### config.mk
export PLATFORM = sky130hd
export DESIGN_NAME = lfu_ctrl
export DESIGN_NICKNAME = d
export VERILOG_FILES = /design/src/sv/lfu_pkg.sv /design/src/sv/lfu_ctrl.sv
export SDC_FILE = /design/constraint.sdc
export NUM_CORES = 1
export LEC_CHECK = 0
export BUFFER_PORTS_ARGS = -buffer_cell sky130_fd_sc_hd__buf_4
export CORE_AREA = 2 2 39 41
export DETAILED_ROUTE_END_ITERATION = 10
export DIE_AREA = 0 0 41 43
export GPL_ROUTABILITY_DRIVEN = 0
export MAX_ROUTING_LAYER = met4
export PLACE_DENSITY = 0.36
export SYNTH_ARGS = -nofsm -noshare
export SYNTH_HDL_FRONTEND = slang
export SYNTH_SLANG_ARGS = --single-unit
export TNS_END_PERCENT = 50
### constraint.sdc
create_clock -name clock -period 0.9 [get_ports clock]
set_input_delay 0 -clock clock [delete_from_list [all_inputs] [get_ports clock]]
set_output_delay 0 -clock clock [all_outputs]
set_load 0.03 [all_outputs]
### src/sv/lfu_pkg.sv
// Package for the LFU cache table: sizes, codes, controller types.
// No dependencies; used by every module of the block.
package lfu_pkg;

   localparam int ENTRIES_DEFAULT = 64;
   localparam int DATA_W          = 32;
   localparam int CAP_W           = 7;
   localparam int ADDR_W          = 3;

   localparam logic [CAP_W-1:0]  CAP_RESET    = 7'd64;
   localparam logic [DATA_W-1:0] NO_VALUE     = 32'hFFFF_FFFF;
   localparam logic [DATA_W-1:0] COUNT_MAX    = 32'hFFFF_FFFF;
   localparam logic [ADDR_W-1:0] REG_CAPACITY = 3'd0;

   typedef enum logic [2:0] {
      ST_IDLE,
      ST_SCAN,
      ST_DECIDE,
      ST_UPDATE,
      ST_DONE
   } state_type;

   typedef enum logic [1:0] {
      MODE_NONE,
      MODE_TOUCH,
      MODE_INSERT
   } mode_type;

   typedef struct packed {
      logic load;
      logic issue;
      logic phase_upd;
      logic decide;
   } cmd_type;

   typedef struct packed {
      logic issue_done;
      logic pass_done;
   } status_type;

endpackage

### src/sv/lfu_ctrl.sv
// Controller state machine for the LFU cache table.
// Depends on lfu_pkg; drives lfu_dpath through cmd_type, reads status_type.
module lfu_ctrl
   import lfu_pkg::*;
(
   input  logic       clock,
   input  logic       reset,
   input  logic       start,
   input  status_type status,
   output cmd_type    cmd,
   output logic       busy,
   output logic       rsp_valid
);

   state_type state_ff, state_in;

   always_ff @(posedge clock) begin
      if (reset) begin
         state_ff <= ST_IDLE;
      end else begin
         state_ff <= state_in;
      end
   end

   always_comb begin
      state_in  = state_ff;
      cmd       = '0;
      rsp_valid = 1'b0;
      case (state_ff)
         ST_IDLE: begin
            if (start) begin
               cmd.load = 1'b1;
               state_in = ST_SCAN;
            end
         end
         ST_SCAN: begin
            cmd.issue = !status.issue_done;
            if (status.pass_done) state_in = ST_DECIDE;
         end
         ST_DECIDE: begin
            cmd.decide = 1'b1;
            state_in   = ST_UPDATE;
         end
         ST_UPDATE: begin
            cmd.phase_upd = 1'b1;
            cmd.issue     = !status.issue_done;
            if (status.pass_done) state_in = ST_DONE;
         end
         ST_DONE: begin
            rsp_valid = 1'b1;
            state_in  = ST_IDLE;
         end
         default: state_in = ST_IDLE;
      endcase
   end

   assign busy = (state_ff != ST_IDLE);

   a_done_to_idle: assert property (@(posedge clock) disable iff (reset)
      rsp_valid |=> !busy) else $error("result strobe not followed by idle");
   a_load_idle: assert property (@(posedge clock) disable iff (reset)
      cmd.load |-> !busy) else $error("load while busy");
   a_issue_phase: assert property (@(posedge clock) disable iff (reset)
      cmd.issue |-> (state_ff == ST_SCAN || state_ff == ST_UPDATE))
      else $error("read issued outside a table walk");

endmodule

# Word-level counts from Yosys, hierarchy flattened
# Cells that the tools add are included.
[totals]
inputBits = 5
register_bits = 3
out_inout_bits = 6
elab_cells = 23
[classes]
eq_ne = 7
muxes = 10
reduce_logical = 5
[ops]
columns = ["operator", "n"]
rows = [
  ["case mux 3 bit (4 select lines)", 1],
  ["two-way mux 3 bit", 3],
  ["equality test 3 x 2 -> 1 bit (second input constant)", 2],
  ["two-way mux 1 bit", 6],
  ["inequality test 2 bit (second input constant)", 3],
  ["equality test 3 x 1 -> 1 bit (second input constant)", 1],
  ["equality test 3 bit (second input constant)", 1],
  ["zero test 3 bit", 1],
  ["AND reduction 3 bit", 1],
  ["nonzero test 3 bit", 1],
  ["OR reduction 2 bit", 1],
  ["zero test 1 bit", 1],
]

# Longest topological paths before layout
# Gate-level depths: netlist of run 1.
[logic_depth]
depth_word = 3
mapped_depth = 3
depth_no_buf = 2

# Least setup slack after synthesis of run 1
# No wires, ideal clock.
[synth_path]
kind = "reg2out"
start = "register state_ff[2]"
end = "output rsp_valid"
required_time_ps = 900
arrival_ps = 1161
setup_slack_ps = -261
path_buffers = 0
stages_incl_launch_ff = 2
cell_sequence = "dfxtp_1 -> nor3b_1"
[synth_between]
elab_chain_len = 2
[synth_lines]
columns = ["element", "line_no", "source"]
rows = [
  ["start, declared", "lfu_ctrl.sv:15", "state_type state_ff, state_in;"],
  ["start signal, assigned", "lfu_ctrl.sv:21", "state_ff <= state_in;"],
  ["equality test 3 bit", "lfu_ctrl.sv:29", "case (state_ff)"],
  ["two-way mux 1 bit", "lfu_ctrl.sv:29", ""],
  ["end, declared", "lfu_ctrl.sv:12", "output logic rsp_valid"],
]
# No other way between the ends.

==> summary.md, run 1 <==
| Metric | Value |
|---|---|
| Die footprint | `1763 um2` |
| Horiz. Die Dim | `41 um` |
| Max-slew violation count | `0` |
| Slowest cell delay on critical path | `0.38 ns` |
| Final Util | `28.66%` |
| Final Critical Period | `1.169 ns` |
| Area grow syn2layout | `123.2%` |
| Total power | `0.5723 mW` |
| Clk_skew | `0.0006934 ns` |
| First-pass GRT wire length | `917 um` |
| Worst Path Max Fanout | `3` |
| Total I/O pin count | `11` |
| Hold-fix buffers at CTS | `1` |
| Largest net degree at the start of global routing | `5` |
| H-tree depth | `1` |
| CP Class | `register to primary output` |
| CTS Buffer Depth | `2` |
| Worst VDD drop | `0.4721 mV` |
| Status | `finished, violations left` |
| Unique cell type count in the Yosys netlist | `13` |
| Vias in the first global route | `248` |
| Min-delay worst type | `primary input to register` |
| Cell count along the critical path | `3` |
| CP arrival | `1.17 ns` |
| Congestion Overflow GR | `0` |
| Max reg flops | `3` |
| N_diodes | `0` |
| Worst slew margin | `80.84%` |
| Worst Tran Pin Value | `0.2866 ns` |
| Mapped Avg Cell Area | `10.45 um2` |
| Vias per inst | `3.691` |
| Final HPWL DP | `331.9 um` |
| TritonCTS clock tree | `done` |
| Reg clk slew, reported paths | `0.04 ns` |
| Die Y | `43 um` |
| FP Rows | `14` |
| Power per cell area | `1443 nW/um2` |
| Most frequent cells in the layout | `15 x buf_4, 3 x nor3b_2, 3 x clkbuf_4, 3 x buf_6, 2 x dfxtp_2` |
| Setup-failing EPs final | `9` |
| Initial antenna violation count | `0` |
| Clk_lat worst skew | `0.23 ns` |
| Number of CTS-inserted buffers | `3` |
| RSZ-0062 raised after global routing | `true` |
| Nets | `45` |
| Starting Density | `12.84%` |
| Seq/Total Area, Yosys | `33.80%` |
| Number of port buffers | `10` |
| CTS Sinks | `3` |
| R2R Path Start | `state_ff[1]$_SDFFE_PP0P_` |
| Static leakage | `0.1909 nW` |
| Top flop regs | `state_ff x3` |
| Crit path launch type | `register` |
| Worst EP required | `0.90 ns` |
| Dpl cells | `45` |
| Yosys Warn Count | `0` |
| Biggest register | `state_ff` |
| Share of layout cells above drive strength 1 | `79.49%` |
| GRT Total Usage | `8.000%` |
| Post-Route WL | `498 um` |
| Final Hold Fails | `1` |
| Failing checks | `negative hold slack, negative setup slack` |
| Drt first pass iters | `2` |
| Routed WL per cell | `9.055 um` |
| Worst setup path startpoint | `state_ff[0]$_SDFFE_PP0P_` |
| Final WS setup | `-0.2694 ns` |
| CP max-delay cell | `or3_4` |
| Final Non-Filler Cells | `55` |
| #FFs+latches synth | `3` |
| Core area | `1384 um2` |
| Post-route DRC | `0` |
| DR vias | `203` |
| Worst Reg-to-Reg Cells | `4` |
| Worst Hold Slack | `-0.02029 ns` |
| Commonest non-fill, non-tap cell in the layout | `buf_4` |
| Max_cap viols | `0` |
| Worst path bufs/invs | `1` |
| Crit path capture | `cmd[3]` |
| Synth Net Count | `22` |
| Crit. End Element | `primary output` |
| Final TNS setup | `-1.473 ns` |
| Tcrit/Tclk final | `129.9%` |
| Synth Instances | `17` |
| Synthesized area | `177.7 um2` |
| Drt initial violations | `1` |
| Reg-to-reg endpoint | `state_ff[1]$_SDFFE_PP0P_` |
| Worst path top cell family by delay | `simple AND/OR/NAND/NOR gates` |
| Fillcell total | `155` |
| Fmax | `855.1 MHz` |
| Reg2reg setup slack | `-0.12 ns` |
| Final ANT Viol Nets | `0` |
| CTS root buf | `clkbuf_4` |
| Crit path cell chain | `or3_4 -> nor2_4 -> buf_6` |
-- worst reg2reg max path, stage by stage, from the launching register on --
cell      delay, ns
dfxtp_2        0.31
buf_4          0.13
buf_4          0.13
nand3b_1       0.16
a211oi_2       0.21
-- cell type report --
| type | count | area (um2) | share of cell area, % |
|---|---|---|---|
| flip-flops and latches | 3 | 66.31 | 16.72 |
| clock buffers | 4 | 26.28 | 6.625 |
| multi-input cells | 12 | 123.9 | 31.23 |
| repair buffers | 19 | 156.4 | 39.43 |
| inverters | 1 | 3.754 | 0.9464 |
| well taps | 16 | 20.02 | 5.047 |
-- report_power, final --
group          internal, mW  switching, mW
Sequential            0.143        0.00552
Combinational         0.103         0.0871
Clock                 0.166         0.0681
-- kinds of logic (layout without fill, tap and decap cells) --
logic type	count (synthesis)	count (layout)	synth area share, %
AND/OR/NAND/NOR	9	9	42.25
AO/OA/AOI/OAI	3	3	15.49
flip-flops	3	3	33.80
buffers and inverters	2	24	8.448
-- metal layers --
layer  global-route usage, %  routed length [um]
met1                   7.006                 165
met2                   13.75                 332
met4                   6.000                   0
met3                   1.571                   0
met5                       -                   0
-- worst min path at each step --
stage	start	end	slack (ns)	cells after the start
global placement	reset	state_ff[1]$_SDFFE_PP0P_	0.18	2
CTS	status[0]	state_ff[0]$_SDFFE_PP0P_	-0.03	2
floorplan	status[1]	cmd[2]	0.07	1
global route	status[0]	state_ff[0]$_SDFFE_PP0P_	-0.03	2
detailed placement	reset	state_ff[1]$_SDFFE_PP0P_	0.18	2
finish	status[0]	state_ff[0]$_SDFFE_PP0P_	-0.02	2
-- synth_stat cells, drive strengths merged --
library cell  number  area (um2)
a2111oi            1       10.01
a211oi             1       7.510
a21bo              1       10.01
and3b              2       17.52
buf                1       11.26
dfxtp              3       60.06
inv                1       3.750
nand3b             1       7.510
nor2               1       6.260
nor3               1       5.000
nor3b              3       27.52
or3                1       11.26
-- what timing repair did --
| item | in CTS | in global routing |
|---|---|---|
| endpoints found under the setup margin | 8 | 9 |
| gates cloned | 0 | 0 |
| pin swaps | 3 | 0 |
| setup buffers | 5 | 0 |
| gates resized for setup | 8 | 2 |
| hold endpoints to repair | 2 | 1 |
-- stage by stage --
stage / cell area (um2) / setup WS [ns]
after floorplan: 187.7 / -0.2307
after global placement: 294.0 / -0.08396
after detailed placement: 294.0 / -0.07255
after CTS: 390.4 / -0.2810
after global routing: 396.6 / -0.3275
final: 396.6 / -0.2694
Note: power is estimated with default switching activity, not from simulation.
==> inputs of run 2 (changes only) <==
- CORE_AREA: 2 2 39 41 -> 3 3 40 42
- DIE_AREA: 0 0 41 43 -> 0 0 43 45
- PLACE_DENSITY: 0.36 -> 0.38
==> summary.md, run 2 (same netlist as run 1, synthesis figures left out) <==
| Metric | Value |
|---|---|
| Status | `finished, violations left` |
| Failing checks | `negative hold slack, negative setup slack` |
| DR vias | `216 (+6.4%)` |
| GR Layer Usage met1 | `6.954% (-0.052 points)` |
| Crit path launch type | `register` |
| Hold Startpoint | `status[0]` |
| H-tree depth | `1 (unchanged)` |
| Fmax | `836.6 MHz (-2.2%)` |
| N_diodes | `0 (unchanged)` |
| Tcrit/Tclk final | `132.8% (+2.9 points)` |
| Core area | `1285 um2 (-7.1%)` |
| Final ANT Viol Nets | `0 (unchanged)` |
| Final HPWL DP | `411.2 um (+24%)` |
| Initial antenna violation count | `0 (unchanged)` |
| Worst Reg-to-Reg Cells | `4 (unchanged)` |
| Nets | `45 (unchanged)` |
| Reg-to-reg endpoint | `state_ff[1]$_SDFFE_PP0P_` |
| Crit path cell chain | `or3_4 -> nor2_4 -> buf_6` |
| Layer with the highest usage | `met2` |
| CTS Sinks | `3 (unchanged)` |
| Worst Tran Pin Value | `0.2378 ns (-0.04880 ns)` |
| FP Rows | `13 (-1)` |
| Number of port buffers | `10 (unchanged)` |
| Largest net degree at the start of global routing | `5 (unchanged)` |
| Crit. End Element | `primary output` |
| Worst VDD drop | `0.3711 mV (-21%)` |
| Final Non-Filler Cells | `54 (-1.8%)` |
| Worst Hold Slack | `-0.03119 ns (-0.01089 ns)` |
| CP Class | `register to primary output` |
| Hold-fix buffers at CTS | `1 (unchanged)` |
| Min-delay worst type | `primary input to register` |
| Final Critical Period | `1.195 ns (+0.02597 ns)` |
| Horiz. Die Dim | `43 um (+4.9%)` |
| Slowest cell delay on critical path | `0.39 ns (about the same)` |
| Area grow syn2layout | `136.6%` |
| Die Y | `45 um (+4.7%)` |
| Biggest register | `state_ff` |
| Die footprint | `1935 um2 (+9.8%)` |
| Static leakage | `0.1971 nW (+3.3%)` |
| GRT Total Usage | `8.305% (+0.30 points)` |
| Total power | `0.5959 mW (+4.1%)` |
| Max-slew violation count | `0 (unchanged)` |
| Worst Path Max Fanout | `4 (+1)` |
| RSZ-0062 raised after global routing | `true` |
| Setup-failing EPs final | `8 (-1)` |
| TritonCTS clock tree | `done` |
| Reg2reg setup slack | `-0.13 ns (about the same)` |
| Final Hold Fails | `1 (unchanged)` |
| Drt first pass iters | `2 (unchanged)` |
| CTS root buf | `clkbuf_4` |
| CTS Buffer Depth | `2 (unchanged)` |
| Final WS setup | `-0.2954 ns (-0.02598 ns)` |
| Share of layout cells above drive strength 1 | `82.05% (+2.6 points)` |
| Most frequent cells in the layout | `13 x buf_4, 5 x buf_6, 3 x nor3b_2, 3 x clkbuf_4` |
| Post-Route WL | `644 um (+29%)` |
| Starting Density | `13.83% (+0.99 points)` |
| Worst slew margin | `84.11% (+3.3 points)` |
| Max_cap viols | `0 (unchanged)` |
| Max reg flops | `3 (unchanged)` |
| Vias per inst | `4.000 (+8.4%)` |
| Total I/O pin count | `11 (unchanged)` |
| Hold endpoint | `state_ff[0]$_SDFFE_PP0P_` |
| Grt met2 use | `13.17% (-0.58 points)` |
| Hold depth | `2 (unchanged)` |
| Reg clk slew, reported paths | `0.04 ns (about the same)` |
| Vias in the first global route | `242 (-2.4%)` |
| Power per cell area | `1417 nW/um2 (-1.8%)` |
| Top flop regs | `state_ff x3` |
| CP arrival | `1.20 ns (+0.03 ns)` |
| Final TNS setup | `-1.434 ns (+0.03883 ns)` |
| Number of CTS-inserted buffers | `3 (unchanged)` |
| Post-route DRC | `0 (unchanged)` |
| Drt initial violations | `2 (+1)` |
| Clk_skew | `0.0004459 ns (-0.0002475 ns)` |
| R2R Path Start | `state_ff[1]$_SDFFE_PP0P_` |
| Worst EP required | `0.90 ns (about the same)` |
| Met3 GRT Util | `2.390% (+0.82 points)` |
| Commonest non-fill, non-tap cell in the layout | `buf_4` |
| Clk_lat worst skew | `0.23 ns (about the same)` |
| CP max-delay cell | `or3_4` |
| First-pass GRT wire length | `1055 um (+15%)` |
| Dpl cells | `44 (-2.2%)` |
| Routed WL per cell | `11.93 um (+32%)` |
| Congestion Overflow GR | `0 (unchanged)` |
run 2: cell counts in the layout (fill, tap and decap cells not counted):
Identical to the previous run, type by type.
run 2: layout make-up:
class	count	area [um2]
clock buffer	4	26.28
fill	131	864.6
inverter	1	3.754
multi-input combinational	12	138.9
sequential	3	68.82
tap	15	18.77
timing repair buffer	19	163.9
run 2: report_power, final:
| group | switching (mW) | internal [mW] |
|---|---|---|
| Sequential | 0.00948 | 0.142 |
| Clock | 0.0729 | 0.166 |
| Combinational | 0.0962 | 0.109 |
| Total | 0.179 | 0.417 |
run 2: metrics by stage:
stage	hold WS (ns)	cell area, um2	setup slack, ns	utilization, %
floorplan	0.06797	187.7	-0.2307	-
global placement	0.1848	292.8	-0.08041	22.78
detailed placement	0.1817	292.8	-0.08883	22.78
CTS	-0.03371	404.1	-0.3030	31.45
global route	-0.03230	420.4	-0.3454	32.72
finish	-0.03119	420.4	-0.2954	32.72
run 2: timing repair:
item / CTS / global route
setup buffers: 5 / 0
pin swaps: 4 / 1
resized for setup: 12 / 3
gates cloned: 0 / 0
hold endpoints to repair: 2 / 1
setup endpoints to repair: 7 / 9
run 2: worst max path at each step:
stage	start	slack, ns	endpoint	cells past startpoint
2_1_floorplan	state_ff[0]$_SDFFE_PP0P_	-0.23	cmd[3]	3
3_3_place_gp	state_ff[0]$_SDFFE_PP0P_	-0.08	cmd[3]	3
3_5_place_dp	state_ff[0]$_SDFFE_PP0P_	-0.09	cmd[3]	3
4_1_cts	state_ff[1]$_SDFFE_PP0P_	-0.30	cmd[3]	3
5_1_grt	state_ff[1]$_SDFFE_PP0P_	-0.35	cmd[3]	3
6_report	state_ff[0]$_SDFFE_PP0P_	-0.30	cmd[3]	3
run 2: layer usage:
metal	vias up	part of all wire [%]
met5	-	0
met4	0	2.2
met3	2	0.16
met2	2	59
met1	106	39
li1	106	-
run 2: worst max-delay path: cells and delay by family (launching register included):
| kind | cells | cell delay (ns) |
|---|---|---|
| flip-flops | 1 | 0.35 |
| buffers and inverters | 1 | 0.13 |
| AND/OR/NAND/NOR | 2 | 0.48 |
==> inputs of run 3 (changes only) <==
- PLACE_DENSITY: 0.38 -> unset
==> summary.md, run 3 (same netlist as run 1, synthesis figures left out) <==
| Metric | Value |
|---|---|
| Final Critical Period | `1.193 ns (-0.002393 ns)` |
| Crit. End Element | `primary output` |
| Multi-input logic area | `122.6 um2 (-12%)` |
| CTS Sinks | `3 (unchanged)` |
| N_diodes | `0 (unchanged)` |
| GRT Total Usage | `7.455% (-0.85 points)` |
| Fmax | `838.2 MHz (+0.20%)` |
| CP arrival | `1.19 ns (about the same)` |
| Hold-fix buffers at CTS | `1 (unchanged)` |
| Int Power | `0.4217 mW (+1.1%)` |
| Nets | `47 (+4.4%)` |
| First-pass GRT wire length | `959 um (-9.1%)` |
| Max reg flops | `3 (unchanged)` |
| Switching Share | `28.08% (-1.9 points)` |
| Post-route DRC | `0 (unchanged)` |
| Final Hold Fails | `1 (unchanged)` |
| Min-delay worst type | `primary input to register` |
| Total I/O pin count | `11 (unchanged)` |
| Worst Path Max Fanout | `6 (+2)` |
| Worst VDD drop | `0.4727 mV (+27%)` |
| Horiz. Die Dim | `43 um (unchanged)` |
| Crit path launch type | `register` |
| Routed WL per cell | `9.732 um (-18%)` |
| Number of port buffers | `10 (unchanged)` |
| Biggest register | `state_ff` |
| CTS Buffer Depth | `2 (unchanged)` |
| RSZ-0062 raised after global routing | `true` |
| Final ANT Viol Nets | `0 (unchanged)` |
| Final Non-Filler Cells | `56 (+3.7%)` |
| Top flop regs | `state_ff x3` |
| Reg clk slew, reported paths | `0.04 ns (about the same)` |
| Setup-failing EPs final | `9 (+1)` |
| Max-slew violation count | `0 (unchanged)` |
| Congestion Overflow GR | `0 (unchanged)` |
| Fillcell total | `138 (+5.3%)` |
| DR vias | `223 (+3.2%)` |
| Final HPWL DP | `364.5 um (-11%)` |
| Core area | `1285 um2 (unchanged)` |
| Power per cell area | `1395 nW/um2 (-1.6%)` |
| Drt initial violations | `5 (+3)` |
| Max_cap viols | `0 (unchanged)` |
| CTS root buf | `clkbuf_4` |
| Initial antenna violation count | `0 (unchanged)` |
| Flop pwr share | `26.8% (+1.4 points)` |
| Commonest non-fill, non-tap cell in the layout | `buf_4` |
| Comb pwr share | `33.5% (-1.0 points)` |
| Failing checks | `negative hold slack, negative setup slack` |
| Largest net degree at the start of global routing | `7 (+2)` |
| CP Class | `register to primary output` |
| Vias per inst | `3.982 (-0.45%)` |
| Reg area | `66.31 um2 (-3.6%)` |
| Area grow syn2layout | `136.6% (unchanged)` |
| FP Rows | `13 (unchanged)` |
| Final WS setup | `-0.2930 ns (+0.002393 ns)` |
| Tcrit/Tclk final | `132.6% (-0.27 points)` |
| Drt first pass iters | `4 (+2)` |
| Clk_lat worst skew | `0.23 ns (about the same)` |
| Vias in the first global route | `238 (-1.7%)` |
| Most frequent cells in the layout | `14 x buf_4, 6 x buf_6, 3 x nor3b_2, 3 x clkbuf_4` |
| Net Switching | `0.1646 mW (-7.8%)` |
| Worst EP required | `0.90 ns (about the same)` |
| Number of CTS-inserted buffers | `3 (unchanged)` |
| Worst slew margin | `79.58% (-4.5 points)` |
| Post-Route WL | `545 um (-15%)` |
| TritonCTS clock tree | `done` |
| Worst Tran Pin Value | `0.3055 ns (+0.06766 ns)` |
| Final Util | `32.72% (unchanged)` |
| Static leakage | `0.2043 nW (+3.6%)` |
| Status | `finished, violations left` |
| Dpl cells | `50 (+14%)` |
| Clk_skew | `0.001528 ns (+0.001082 ns)` |
| Share of layout cells above drive strength 1 | `78.05% (-4.0 points)` |
| Die Y | `45 um (unchanged)` |
| Power share of the clock group | `39.6% (-0.6 points)` |
| Worst Hold Slack | `-0.01489 ns (+0.01630 ns)` |
| Starting Density | `13.83% (unchanged)` |
| H-tree depth | `1 (unchanged)` |
| Die footprint | `1935 um2 (unchanged)` |
[run 3: per-layer routing]
layer / track usage (%) / routed length [um] / vias up
met5: - / 0 / -
met4: 9.036 / 7 / 0
met3: 2.789 / 37 / 2
met2: 10.48 / 278 / 9
met1: 7.212 / 222 / 101
li1: - / - / 111
[run 3: metrics by stage]
step | instance area [um2] | total power [mW] | worst slack, ns | hold slack (ns) | setup TNS (ns)
after floorplan | 187.7 | 0.2424 | -0.2307 | 0.06797 | -0.3544
after global placement | 337.8 | 0.3168 | -0.08098 | 0.1827 | -0.2861
after detailed placement | 337.8 | 0.3183 | -0.08484 | 0.1848 | -0.2517
after CTS | 420.4 | 0.5989 | -0.3038 | -0.03104 | -1.481
after global routing | 420.4 | 0.6322 | -0.3383 | -0.03138 | -1.818
final | 420.4 | 0.5863 | -0.2930 | -0.01489 | -1.460
[run 3: layout make-up]
| type | count | share of cell area, % |
|---|---|---|
| timing repair buffer | 21 | 43.45 |
| multi-input combinational | 12 | 29.17 |
| sequential | 3 | 15.77 |
| clock buffer | 4 | 6.250 |
| tap | 15 | 4.464 |
| inverter | 1 | 0.8929 |
[run 3: final timing paths]
kind	startpoint	slack [ns]	cells past startpoint	endpoint
worst min register to register	state_ff[0]$_SDFFE_PP0P_	0.49	1	state_ff[0]$_SDFFE_PP0P_
worst min-delay path	status[0]	-0.01	2	state_ff[0]$_SDFFE_PP0P_
worst max register to register	state_ff[0]$_SDFFE_PP0P_	-0.11	4	state_ff[1]$_SDFFE_PP0P_
worst max-delay path	state_ff[1]$_SDFFE_PP0P_	-0.29	3	cmd[3]
[run 3: worst max-delay path, stage by stage, from the launching register on]
cell     delay (ns)
dfxtp_2        0.34
or3_4          0.41
nor2_4         0.09
buf_6          0.13
[run 3: power groups by stage]
stage	Sequential, mW	Clock [mW]	Combinational [mW]
detailed placement	0.156	0	0.162
finish	0.157	0.232	0.197
CTS	0.157	0.246	0.196
global route	0.159	0.265	0.208
global placement	0.157	0	0.160
floorplan	0.150	0	0.0924
[run 3: what timing repair did]
action	in CTS	in global routing
resized for setup	12	0
endpoints found under the hold margin	2	1
buffers inserted	1	0
endpoints found under the setup margin	9	9
pin swaps	3	1
